===== src/hw/rtl/htn_pkg.sv =====
// Shared types and constants for the hysteresis threshold unit.
package htn_pkg;

    localparam int PIX_W = 8;
    localparam logic [PIX_W-1:0] PIX_ON  = 8'hFF;
    localparam logic [PIX_W-1:0] PIX_OFF = 8'h00;

    localparam int CFG_IDX_W  = 2;
    localparam int CFG_DATA_W = 16;
    localparam int ROW_W      = 16;
    localparam int WIDTH_CFG_W = 11;

    localparam logic [CFG_IDX_W-1:0] CFG_LOW    = 2'd0;
    localparam logic [CFG_IDX_W-1:0] CFG_HIGH   = 2'd1;
    localparam logic [CFG_IDX_W-1:0] CFG_WIDTH  = 2'd2;
    localparam logic [CFG_IDX_W-1:0] CFG_HEIGHT = 2'd3;

    localparam logic [PIX_W-1:0]       LOW_RESET    = 8'd50;
    localparam logic [PIX_W-1:0]       HIGH_RESET   = 8'd100;
    localparam logic [WIDTH_CFG_W-1:0] WIDTH_RESET  = 11'd640;
    localparam logic [ROW_W-1:0]       HEIGHT_RESET = 16'd480;
    localparam logic [WIDTH_CFG_W-1:0] WIDTH_MIN    = 11'd3;
    localparam logic [ROW_W-1:0]       HEIGHT_MIN   = 16'd3;

    typedef struct packed {
        logic [PIX_W-1:0] pixel;
        logic             bottom;
        logic             last;
    } beat_t;

endpackage


===== src/hw/rtl/htn_out_fifo.sv =====
// Four-entry result queue taking up to two beats per cycle.
module htn_out_fifo (
    input  logic           aclk,
    input  logic           aresetn,
    input  logic           push0,
    input  logic           push1,
    input  htn_pkg::beat_t data0,
    input  htn_pkg::beat_t data1,
    input  logic           pop,
    output htn_pkg::beat_t head,
    output logic           not_empty,
    output logic           room
);

    htn_pkg::beat_t fifo_reg [4];
    logic [1:0] wr_ptr_reg, wr_ptr_next;
    logic [1:0] rd_ptr_reg, rd_ptr_next;
    logic [2:0] count_reg, count_next;
    logic [1:0] push_cnt;

    always_comb begin
        push_cnt    = {1'b0, push0} + {1'b0, push1};
        wr_ptr_next = wr_ptr_reg + push_cnt;
        rd_ptr_next = rd_ptr_reg + {1'b0, pop};
        count_next  = count_reg + {1'b0, push_cnt} - {2'b0, pop};
    end

    always_ff @(posedge aclk) begin
        if (!aresetn) begin
            wr_ptr_reg <= '0;
            rd_ptr_reg <= '0;
            count_reg  <= '0;
        end else begin
            wr_ptr_reg <= wr_ptr_next;
            rd_ptr_reg <= rd_ptr_next;
            count_reg  <= count_next;
        end
    end

    always_ff @(posedge aclk) begin
        if (push0) begin
            fifo_reg[wr_ptr_reg] <= data0;
        end
        if (push1) begin
            fifo_reg[wr_ptr_reg + 2'd1] <= data1;
        end
    end

    assign head      = fifo_reg[rd_ptr_reg];
    assign not_empty = (count_reg != 3'd0);
    assign room      = (count_reg <= 3'd2);

endmodule


===== config.mk =====
export PLATFORM = sky130hd
export DESIGN_NAME = htn_out_fifo
export DESIGN_NICKNAME = d
export VERILOG_FILES = /design/src/hw/rtl/htn_pkg.sv /design/src/hw/rtl/htn_out_fifo.sv
export SDC_FILE = /design/constraint.sdc
export NUM_CORES = 1
export LEC_CHECK = 0
export BUFFER_PORTS_ARGS = -buffer_cell sky130_fd_sc_hd__buf_2
export CAP_MARGIN = 20
export CORE_MARGIN = 10
export CORE_UTILIZATION = 40
export CTS_CLUSTER_DIAMETER = 150
export DETAILED_ROUTE_END_ITERATION = 12
export PLACE_DENSITY = 0.68
export SLEW_MARGIN = 30
export SYNTH_ARGS = -nofsm -noshare
export SYNTH_HDL_FRONTEND = slang
export SYNTH_SLANG_ARGS = --single-unit

===== constraint.sdc =====
create_clock -name aclk -period 5.15 [get_ports aclk]
set_input_delay 0.2575 -clock aclk [delete_from_list [all_inputs] [get_ports aclk]]
set_output_delay 0.2575 -clock aclk [all_outputs]
set_load 0.02 [all_outputs]

Yosys cells after proc, flatten, opt, wreduce, memory -nomap -nowiden. Memories as Yosys holds them, arrays and structs flattened. A register that Yosys moved wholly into a read port is not among the register bits. Cells that the tools add are included.

Bits in registers: 7. Bits in writable memories: 40. Bits of input ports: 25. Output and inout port bits: 12. Memories kept: 1.

Memory list: fifo_reg (words 4, bits a word 10, rd ports 1, clocked after Yosys merged registers in 1, wr ports 2, line htn_out_fifo.sv:15) `htn_pkg::beat_t fifo_reg [4];`.

Add/sub/neg operators: 6. Magnitude comparators: 1. Multiplexer cells: 5. Reductions and logical operators: 1.

Operator list (count): 1-bit 2-to-1 mux (4); 3-bit by 2-bit adder with 3-bit output (1); 3-bit by 2-bit less-or-equal comparator with 1-bit output (second input constant) (1); 3-bit nonzero test (1); 3-bit by 1-bit subtractor with 3-bit output (1); 1-bit by 1-bit adder with 2-bit output (1); 2-bit by 1-bit adder with 2-bit output (1); 2-bit by 1-bit adder with 2-bit output (second input constant) (1); 2-bit adder (1); 2-bit 2-to-1 mux (1).

Longest topological paths before layout. Gate-level depths: netlist of run 1.

Word-level depth: 3. Gate-level depth with buffers: 7. Mapped depth without buffers: 7.

Worst setup path after synthesis of run 1. Ideal clock, no wire load.

Path kind: input -> register. Start point: in push0. End point: reg count_reg[2]. Setup time: 0.115 ns. Arrival time: 1.614 ns. Data required time: 5.035 ns. Slack: 3.421 ns. Stages: 7. Buffers on the path: 0. Path through: ha_1 > xor2_1 > ha_1 > inv_1 > fa_1 > xnor3_1 > and2_1.

Cells in the longest elaborated chain, start to end: 3.

RTL lines: from (decl) (line htn_out_fifo.sv:5) `input logic push0,`; 1-bit by 1-bit adder with 2-bit output (line htn_out_fifo.sv:22) `push_cnt = {1'b0, push0} + {1'b0, push1};`; 3-bit by 2-bit adder with 3-bit output (line htn_out_fifo.sv:25) `count_next = count_reg + {1'b0, push_cnt} - {2'b0, pop};`; 3-bit by 1-bit subtractor with 3-bit output (line htn_out_fifo.sv:25); to (signal assigned) (line htn_out_fifo.sv:36) `count_reg <= count_next;`; to (decl) (line htn_out_fifo.sv:18) `logic [2:0] count_reg, count_next;`.

Every way passes these cells. A chain may end at the register's enable or synchronous reset.

==> results of run 1 <==
layout by cell type (no fill, tap or decap), drive strengths merged, types with 2 or more instances in the layout:
| cell type | netlist | layout |
|---|---|---|
| nand3b | 2 | 2 |
| mux2i | 2 | 2 |
| buf | 8 | 38 |
| nor2b | 3 | 3 |
| and2 | 5 | 5 |
| mux4 | 10 | 10 |
| edfxtp | 40 | 40 |
| ha | 4 | 4 |
| inv | 3 | 3 |
| xor2 | 3 | 3 |
| clkbuf | 0 | 6 |
| dfxtp | 7 | 7 |
| bufinv | 0 | 2 |
| nand3 | 2 | 2 |
| o21ai | 2 | 2 |
| mux2 | 40 | 40 |
layout make-up:
class / instances / area (um2) / area share, %
clock buffer: 6 / 72.6 / 2.59
tap: 75 / 93.8 / 3.35
clock inverter: 2 / 60.1 / 2.14
inverter: 3 / 11.3 / 0.402
multi-input combinational: 83 / 1030 / 36.7
sequential: 47 / 1340 / 47.9
timing repair buffer: 38 / 195 / 6.97
worst max path at each step:
stage                               to  cells past startpoint
after floorplan           count_reg[2]                      7
after global routing           head[4]                      2
after global placement    count_reg[2]                      8
final                          head[1]                      2
after detailed placement  count_reg[2]                      8
after CTS                      head[1]                      2
cell families (layout without fill, tap and decap cells):
kind of cell	count (synthesis)	count (layout)
adders and majority gates	5	5
buffers and inverters	11	49
AOI/OAI and AO/OA	4	4
DFF	47	47
muxes	52	52
and+or+nand+nor	17	17
xor gates and xnor gates	5	5
per-stage QoR:
stage | power [W] | instance area [um2]
global placement | 0.000749 | 2660
finish | 0.00107 | 2800
global route | 0.00111 | 2800
floorplan | 0.000690 | 2450
detailed placement | 0.000760 | 2660
CTS | 0.00107 | 2800
worst max-delay path, delay by kind of cell, from the launching register on:
family | cells | cell delay (ns)
buf+inv | 1 | 0.18
flops | 1 | 0.84
mux | 1 | 0.60
power groups by stage:
stage | clock network [W] | registers (W) | logic (W)
2_1_floorplan | 0 | 0.000493 | 0.000197
3_5_place_dp | 0 | 0.000514 | 0.000246
5_1_grt | 0.000338 | 0.000510 | 0.000265
3_3_place_gp | 0 | 0.000510 | 0.000239
4_1_cts | 0.000321 | 0.000505 | 0.000247
6_report | 0.000320 | 0.000504 | 0.000243
metal layers:
| metal | up-vias | global-route usage [%] | wire length (um) |
|---|---|---|---|
| met4 | 0 | 3.42 | 71 |
| met2 | 37 | 16.6 | 2340 |
| li1 | 621 | - | - |
| met5 | - | 0 | 0 |
| met1 | 675 | 11.8 | 2120 |
| met3 | 7 | 4.02 | 314 |
==> metrics list, run 1 <==
- Start point of the worst hold path: aresetn
* Final GP Congestion: 0.732
- Sequential cells were found to cover 54.7% of the synthesized design area.
- Maximum number of pins on one net before global-route repair: 15
- Power share of the sequential group: 47.2%
- Clock tree from TritonCTS: done
- The repair_antennas step left the layout with diodes totalling 0.
- The clock arrives with 0.00741 ns of skew.
- Cell leakage power: 1.09 nW
* CTS root buf: clkbuf_8
- Resized Gates After CTS: 0
- Num rows: 28
- The internal power of the cells totals 0.000791 W.
* Number of hold-repair buffers added at the cts stage: 0
- The first global-routing pass estimated 7.77 mm of wire.
* Net Switching: 0.000275 W
* Synth Area in XOR/XNOR: 2.35%
- Fraction of power spent switching nets: 25.8%
- After synthesis, the largest area contributor takes up 49.0% of total cell area.
- Power Dens Cells: 381 mW/mm2
- Post-Synth Simple-Gate Area: 5.10%
- Largest driver fanout on the critical path: 11
* Synthesized netlist net count: 171
* Cell types occupying the most area after synthesis: edfxtp_1 49%, mux2_2 12%, mux4_2 9.2%
- Result of the run: completed
- Overall fraction of global-route tracks in use: 10.2%
* Main combinational cell family by area after synthesis: multiplexers
- Smallest hold slack: 0.271 ns
* Post-synthesis cell count: 141
- Critical R2R Launch: wr_ptr_reg[0]
* Total routed wirelength: 4.84 mm
- Summing every instance area after synthesis gives 0.00245 mm2.
- The netlist uses 29 different library cells.
- Share of final-layout standard cells stronger than drive strength 1: 56.4%
- Clk pwr share: 30.0%
- Setup Slack @ Placement: 3.12 ns
- The synthesized netlist devotes 2.86% of its cell area to adder and majority cells.
* Syn. warnings: 0
- Sinks on the clock net: 47
- Worst Reg-to-Reg Cells: 2
* Total Negative Setup Slacks: 0 ns
* Number of design rule violations left after detail routing: 0
- H-tree Lvls: 2
- Path class of the lowest-slack min-delay path: input port to flop
* Area inside the core boundary: 0.00592 mm2
- Antenna violations before repair: 0
- Fmax: 0.461 GHz
- Number of global-route vias before repair: 1510
* Number of top-level pins: 37
- Latest clock arrival within the worst-skew pair: 0.30 ns
* Util after Layout: 47.3%
* Average wire length per cell after detail routing: 19.1 um
- The average instance in the mapped netlist occupies 17.4 um2.
* Chip Width: 98.3 um
- The path with the worst hold slack has its endpoint at rd_ptr_reg[0].
* Compound-Gate Fraction of Synth Area: 1.02%
- Largest register FFs: 40
- Worst setup slack for register-to-register paths: 3.23 ns
* Slowest stage cell, crit path: dfxtp_1
- Half-perimeter wire length after detailed placement: 3.31 mm
- The commonest cells after synthesis are 40 x edfxtp_1, 27 x mux2_2, 13 x mux2_4.
- Category of the critical setup timing path: flop to output port
- For this run, the leading register cell type out of synthesis is edfxtp_1.
- After clock tree synthesis, the clock-pin slew on the worst setup and hold paths is 0.08 ns.
- IR analysis of the VDD net gives a maximum drop of 0.168 mV.
- Unrepaired setup endpoints after global routing: false
- The worst register-to-register path ends at fifo_reg[1][9].
- Counting instances, the worst hold path has a depth of 2.
- Area added between synthesis and finish: 14.3%
- Number of violations reported at the end of detailed-routing iteration 0: 73
- Buffers placed on the I/O ports in this run total 36.
* Height of the chip: 98.3 um
- Multiplexer area fraction after synthesis: 30.4%
* Number of fillers in the final layout: 513
- After layout, the worst setup slack is 2.98 ns.
- After detailed placement, the design holds a cell count of 246.
* Max Buffers Root-to-Sink: 2
- Summing over every cut layer, the via total after detailed routing is 1340.
* Number of max-cap violations: 0
- The total overflow left after global routing is 0.
- Kind of launch point of the worst setup path: flop
* Launching element of the worst setup path: rd_ptr_reg[0]
* Part of the total power dissipated in combinational logic: 22.8%
- Of all flip-flops after synthesis, the portion carrying an async set or reset was 0%.
- Final critical-path share of the clock period: 42.2%
- #FFs+latches synth: 47
* Final cell count without fillers: 254
* Post-CTS Setup Repair Bufs: 0
- Setup violations remaining at the end of the flow were counted as 0.
- In this run the tightest slew margin relative to its limit is 38.8%.
- Most common cell in the synthesized netlist: edfxtp_1
- Required time at the worst-slack endpoint: 4.89 ns
* Cell type with the highest aggregate area in the netlist: edfxtp_1
- Clock period minus worst slack: 2.17 ns
* Actual slew at the worst max-slew pin: 0.914 ns
- TritonCTS created 5 clock buffers.
* Via density per instance: 5.28
- Category of the worst setup path capture point: output port
- Initial core utilization: 41.4%
* Area enclosed by the die boundary: 0.00966 mm2
- Cell-by-cell listing of the critical path: mux4_2, buf_2
- The detail route stage leaves a number of antenna-violating nets equal to 0.
- Crit path largest cell delay: 0.84 ns
- Critical path arrival: 1.91 ns
* Pre-antenna DRT Iters: 4
* Slew Limit Fails: 0
- Final #Nets: 208
- Count of endpoints failing hold in the final timing report: 0
* Count of flip-flops with a built-in enable after synthesis: 40
No activity file was read; power rests on OpenSTA's default activity.
==> inputs of run 2 (changes only) <==
Clock period 5.15 ns to 2.1 ns, I/O delays scaled along.
==> metrics list, run 2 (same netlist as run 1, synthesis figures left out) <==
- After detailed placement, the design holds a cell count of 252.
* Number of global-route vias before repair: 1506
- Count of vias placed by the detailed router: 1338
* Largest register FFs: 40
- Most frequent cells in the layout: 40 x edfxtp_1, 36 x buf_2, 27 x mux2_2, 13 x mux2_4, 10 x mux4_2
* Clock period minus worst slack: 1.71 ns
- The worst setup path is launched from a flop.
- Share of final-layout standard cells stronger than drive strength 1: 56.5%
- For hold timing, the worst endpoint is count_reg[2].
- In this run, post-CTS hold repair placed 0 buffers.
* CTS Buf Count: 5
* Start point of the worst hold path: aresetn
- CTS saw 47 sinks.
- Antenna violations before repair: 0
* Wire length of the first global-routing pass: 7.97 mm
* Final critical-path share of the clock period: 81.5%
* Largest driver fanout on the critical path: 10
* Unrepaired setup endpoints after global routing: false
- Overall fraction of global-route tracks in use: 10.5%
- Area inside the core boundary: 0.00592 mm2
- Once the floorplan was initialized, standard cells occupied 41.4% of the core.
* Category of the critical setup timing path: flop to flop
- Worst VDD drop: 0.382 mV
- The worst hold path belongs to the class input port to flop.
- In this run the static leakage power is 1.11 nW.
- Crit-path leading delay family: simple AND/OR/NAND/NOR gates
* Worst Reg-to-Reg Cells: 2
* Actual slew at the worst max-slew pin: 0.961 ns
* Via density per instance: 5.17
* Height of the chip: 98.3 um
- Required time at the worst-slack endpoint: 2.02 ns
- For this run, the number of standard cells in the final layout without fillers is 259.
* Count of endpoints failing hold in the final timing report: 0
- Once the clock tree was built, the resizer swapped 0 gates to a different size.
- Destination of the worst register-to-register timing path: fifo_reg[1][7]
- The clock reaches the later pin of the worst-skew pair after 0.29 ns.
* Cell-by-cell listing of the critical path: mux2i_1, nor2_1
- Average wire length per cell after detail routing: 18.9 um
- Entering global routing, the biggest net connects 14 pins.
- The critical path crosses 2 cells after its start point.
- H-tree Lvls: 2
- Half-perimeter wire length after detailed placement: 3.51 mm
* Worst setup slack for register-to-register paths: 0.39 ns
- Area enclosed by the die boundary: 0.00966 mm2
* CTS clock-pin slew for the worst setup and hold paths: 0.08 ns
- Max Buffers Root-to-Sink: 2
- The final layout contains routed wiring with a total length of 4.90 mm.
- Most common cell after layout, fill and taps aside: edfxtp_1
- Max Clock Skew: 0.00256 ns
* Critical R2R Launch: wr_ptr_reg[0]
- Category of the worst setup path capture point: flop
- CTS placed an instance of clkbuf_8 at the clock tree root.
- Result of the run: completed
- The layout has 518 filler cells.
- Number of top-level pins: 37
- Final #Nets: 214
* Critical path arrival: 1.63 ns
* Crit path largest cell delay: 0.74 ns
- Post-CTS Setup Repair Bufs: 0
- Power Dens Cells: 879 mW/mm2
- Total Negative Setup Slacks: 0 ns
- Worst hold stages: 2
- Area added between synthesis and finish: 14.7%
- Slew Limit Fails: 0
- TritonCTS built the clock tree.
- After detailed routing, the number of remaining DRC violations is 0.
- The count of buffers added on input and output ports is 36.
- Routability-driven placement finished with a final weighted congestion of 0.731.
* Fmax: 0.584 GHz
* Setup-failing EPs final: 0
* Chip Width: 98.3 um
* Relative slew slack: 35.7%
- Num rows: 28
* Number of buffer and inverter instances along the worst setup path: 0
* Pre-antenna DRT Iters: 4
- Once detail routing completed, the nets flagged for antenna violations numbered 0.
- The detailed router finished its first iteration with 53 violations.
- Number of max-cap violations: 0
- Overflow left after global routing: 0
- The repair_antennas step left the layout with diodes totalling 0.
* Slowest stage cell, crit path: nor2_1
==> run 2: worst max-delay path by stage <==
| stage | start | end | slack [ns] |
|---|---|---|---|
| 6_report | wr_ptr_reg[0] | fifo_reg[1][7] | 0.39 |
| 5_1_grt | wr_ptr_reg[0] | fifo_reg[1][5] | 0.29 |
| 4_1_cts | wr_ptr_reg[0] | fifo_reg[1][7] | 0.35 |
| 3_5_place_dp | push1 | count_reg[2] | 0.23 |
| 3_3_place_gp | push1 | count_reg[2] | 0.33 |
| 2_1_floorplan | wr_ptr_reg[1] | fifo_reg[0][0] | 0.40 |
==> run 2: where the power goes <==
| group | leakage (nW) | switching (W) | total (W) | internal, W |
|---|---|---|---|---|
| clock | 0.0513 | 0.000271 | 0.000620 | 0.000349 |
| combinational | 0.624 | 0.000316 | 0.000633 | 0.000317 |
| sequential | 0.433 | 0.0000571 | 0.00122 | 0.00116 |
| total | 1.11 | 0.000644 | 0.00247 | 0.00183 |
==> run 2: per-stage QoR <==
stage          hold slack, ns  utilization [%]  worst slack [ns]  power, W  area (um2)
3_5_place_dp            0.436             45.8             0.226   0.00189        2710
2_1_floorplan           0.227                -             0.404   0.00169        2450
3_3_place_gp            0.402             45.8             0.326   0.00186        2710
4_1_cts                 0.125             47.5             0.346   0.00251        2810
5_1_grt                 0.131             47.5             0.287   0.00259        2810
6_report                0.130             47.5             0.388   0.00247        2810
==> run 2: final cells by class <==
cell class,instances,area (um2),area share [%]
Clock buffer,6,72.6,2.58
Timing Repair Buffer,44,240,8.54
Tap cell,75,93.8,3.34
Clock inverter,1,30.0,1.07
Inverter,3,11.3,0.401
Multi-Input combinational cell,83,1020,36.4
Sequential cell,47,1340,47.7
==> run 2: routing by layer <==
metal	global-route usage [%]	part of all wire [%]	vias to the layer above
met3	3.74	5.7	7
met5	0	0	-
met2	17.3	51	37
met1	12.2	42	667
li1	-	-	627
met4	3.75	1.5	0
==> inputs of run 3 (changes only) <==
Clock period 2.1 ns to 1.64 ns, I/O delays scaled along.
==> metrics list, run 3 (same netlist as run 1, synthesis figures left out) <==
- Area enclosed by the die boundary: 0.00966 mm2
- Total routed wirelength: 5.03 mm
- At the end of the flow, the number of nets in the layout was 221.
- For this run, the share of the core covered by cells in the final layout is 48.8%.
- Number of fillers in the final layout: 518
- For this design the ratio of total power to cell area is 1070 mW/mm2.
- Adding up every negative setup slack in the final design gives 0 ns.
- Clock-pin slew was measured on the worst setup and hold paths at 0.08 ns.
* Post-CTS Setup Repair Bufs: 0
- Timing would allow up to 0.633 GHz.
- met2 is the most crowded layer.
- Data arrives at the worst endpoint at 1.77 ns.
- Final GP Congestion: 0.725
- Count of endpoints failing hold in the final timing report: 0
- The number of antenna violations at the first check in global routing is 0.
- For this run, the detailed router's first-pass iteration total came to 4.
- Slew Limit Fails: 0
- The number of antenna diodes in the final layout is 0.
- In the final layout, flip-flops and latches occupy 0.00134 mm2.
- Number of hold-repair buffers added at the cts stage: 0
- The area growth from synthesis to layout is 17.9%.
* Setup-failing EPs final: 0
* Num rows: 28
* Result of the run: completed
- Clock period minus worst slack: 1.58 ns
- Max Buffers Root-to-Sink: 2
- Largest register FFs: 40
- Buffers inserted during clock tree synthesis total 5.
- For this run, design rule violations remaining after detail routing come to 0.
* Overall fraction of global-route tracks in use: 10.9%
- Overflow left after global routing: 0
* Kind of launch point of the worst setup path: flop
- Number of top-level pins: 37
- Port Buffer Count: 36
- The die is 98.3 um tall.
- Along the worst path, the maximum fanout reaches 3.
- Clock skew on the completed layout was measured at 0.00293 ns.
- In this run the worst hold path is classified as input port to flop.
* Via density per instance: 5.16
- Entering global routing, the biggest net connects 14 pins.
- Most frequent cells in the layout: 40 x edfxtp_1, 33 x buf_2, 27 x mux2_2, 13 x mux2_4, 13 x buf_4
- Number of global-route vias before repair: 1629
- The worst setup path is of the flop to flop kind.
* H-tree Lvls: 2
* Total power: 0.00310 W
* Global-route track usage on met3: 3.88%
- The detailed router finished its first iteration with 42 violations.
- The first global-routing pass estimated 8.42 mm of wire.
- Share of final-layout standard cells stronger than drive strength 1: 58.9%
- Final cell count without fillers: 267
* Cell leakage power: 1.15 nW
* Category of the worst setup path capture point: flop
* Initial core utilization: 41.4%
- In this run the remaining antenna-violating nets after routing total 0.
* Chip Width: 98.3 um
* Latest clock arrival within the worst-skew pair: 0.29 ns
- Half-perimeter wire length after detailed placement: 3.61 mm
* CTS root buf: clkbuf_8
* Met1 layer usage reported by global route: 12.8%
* Required time at the worst-slack endpoint: 1.83 ns
- Across the VDD grid, the largest voltage drop is 0.573 mV.
- In this run, placement finished with an instance count of 259.
- Counting every sink on the clock net gives 47.
* Final critical-path share of the clock period: 96.3%
* Count of vias placed by the detailed router: 1378
- In the global route stage, met2 resource usage came out at 17.9%.
* Area inside the core boundary: 0.00592 mm2
* Most common cell after layout, fill and taps aside: edfxtp_1
* Actual slew at the worst max-slew pin: 0.372 ns
* Smallest hold slack: 0.0868 ns
- Clock tree from TritonCTS: done
* Relative slew slack: 75.2%
- In the final routed layout, each cell accounts on average for 18.8 um.
* Multi-input gate area in the final layout: 0.00102 mm2
* Number of max-cap violations: 0
- Unrepaired setup endpoints after global routing: true
[run 3: cell count changes in the layout (fill, tap and decap cells not counted), sizes merged]
cell / change
clkinv: +1
buf: +7
bufinv: -1
clkbuf: +1
[run 3: power breakdown]
group          internal, W  switching, W
combinational     0.000456      0.000426
sequential         0.00149     0.0000672
clock             0.000300      0.000360
[run 3: repair_timing]
| item | CTS | global route |
|---|---|---|
| endpoints found under the setup margin | 3 | 6 |
| gates resized for setup | 1 | 7 |
| endpoints found under the hold margin | 0 | 0 |
[run 3: critical path, cell delays in order (launching register included)]
cell,delay [ns]
dfxtp_2,0.34
inv_1,0.04
ha_1,0.31
fa_1,0.43
xnor3_1,0.19
and2_1,0.17
[run 3: worst paths after layout]
check	from	end	slack, ns	depth (start not counted)
max reg2reg	count_reg[1]	count_reg[2]	0.06	5
max	count_reg[1]	count_reg[2]	0.06	5
min reg2reg	rd_ptr_reg[1]	rd_ptr_reg[1]	0.59	2
min	aresetn	rd_ptr_reg[1]	0.09	2
[run 3: metal layers]
layer / routed length (um) / up-vias
met4: 67 / 0
met2: 2500 / 36
met5: 0 / -
met1: 2180 / 687
met3: 275 / 7
li1: - / 648
[run 3: stage by stage]
stage	setup slack, ns	area, um2
after floorplan	0.0170	2450
after global placement	0.00762	2790
after detailed placement	-0.0655	2790
after CTS	0.0228	2870
after global routing	-0.00449	2890
final	0.0602	2890
[run 3: cell type report]
cell class	instances	share of cell area [%]
tap	75	3.25
clock buffer	7	2.64
sequential	47	46.5
inverter	3	0.390
clock inverter	1	0.173
multi-input combinational	83	35.4
timing repair buffer	51	11.7
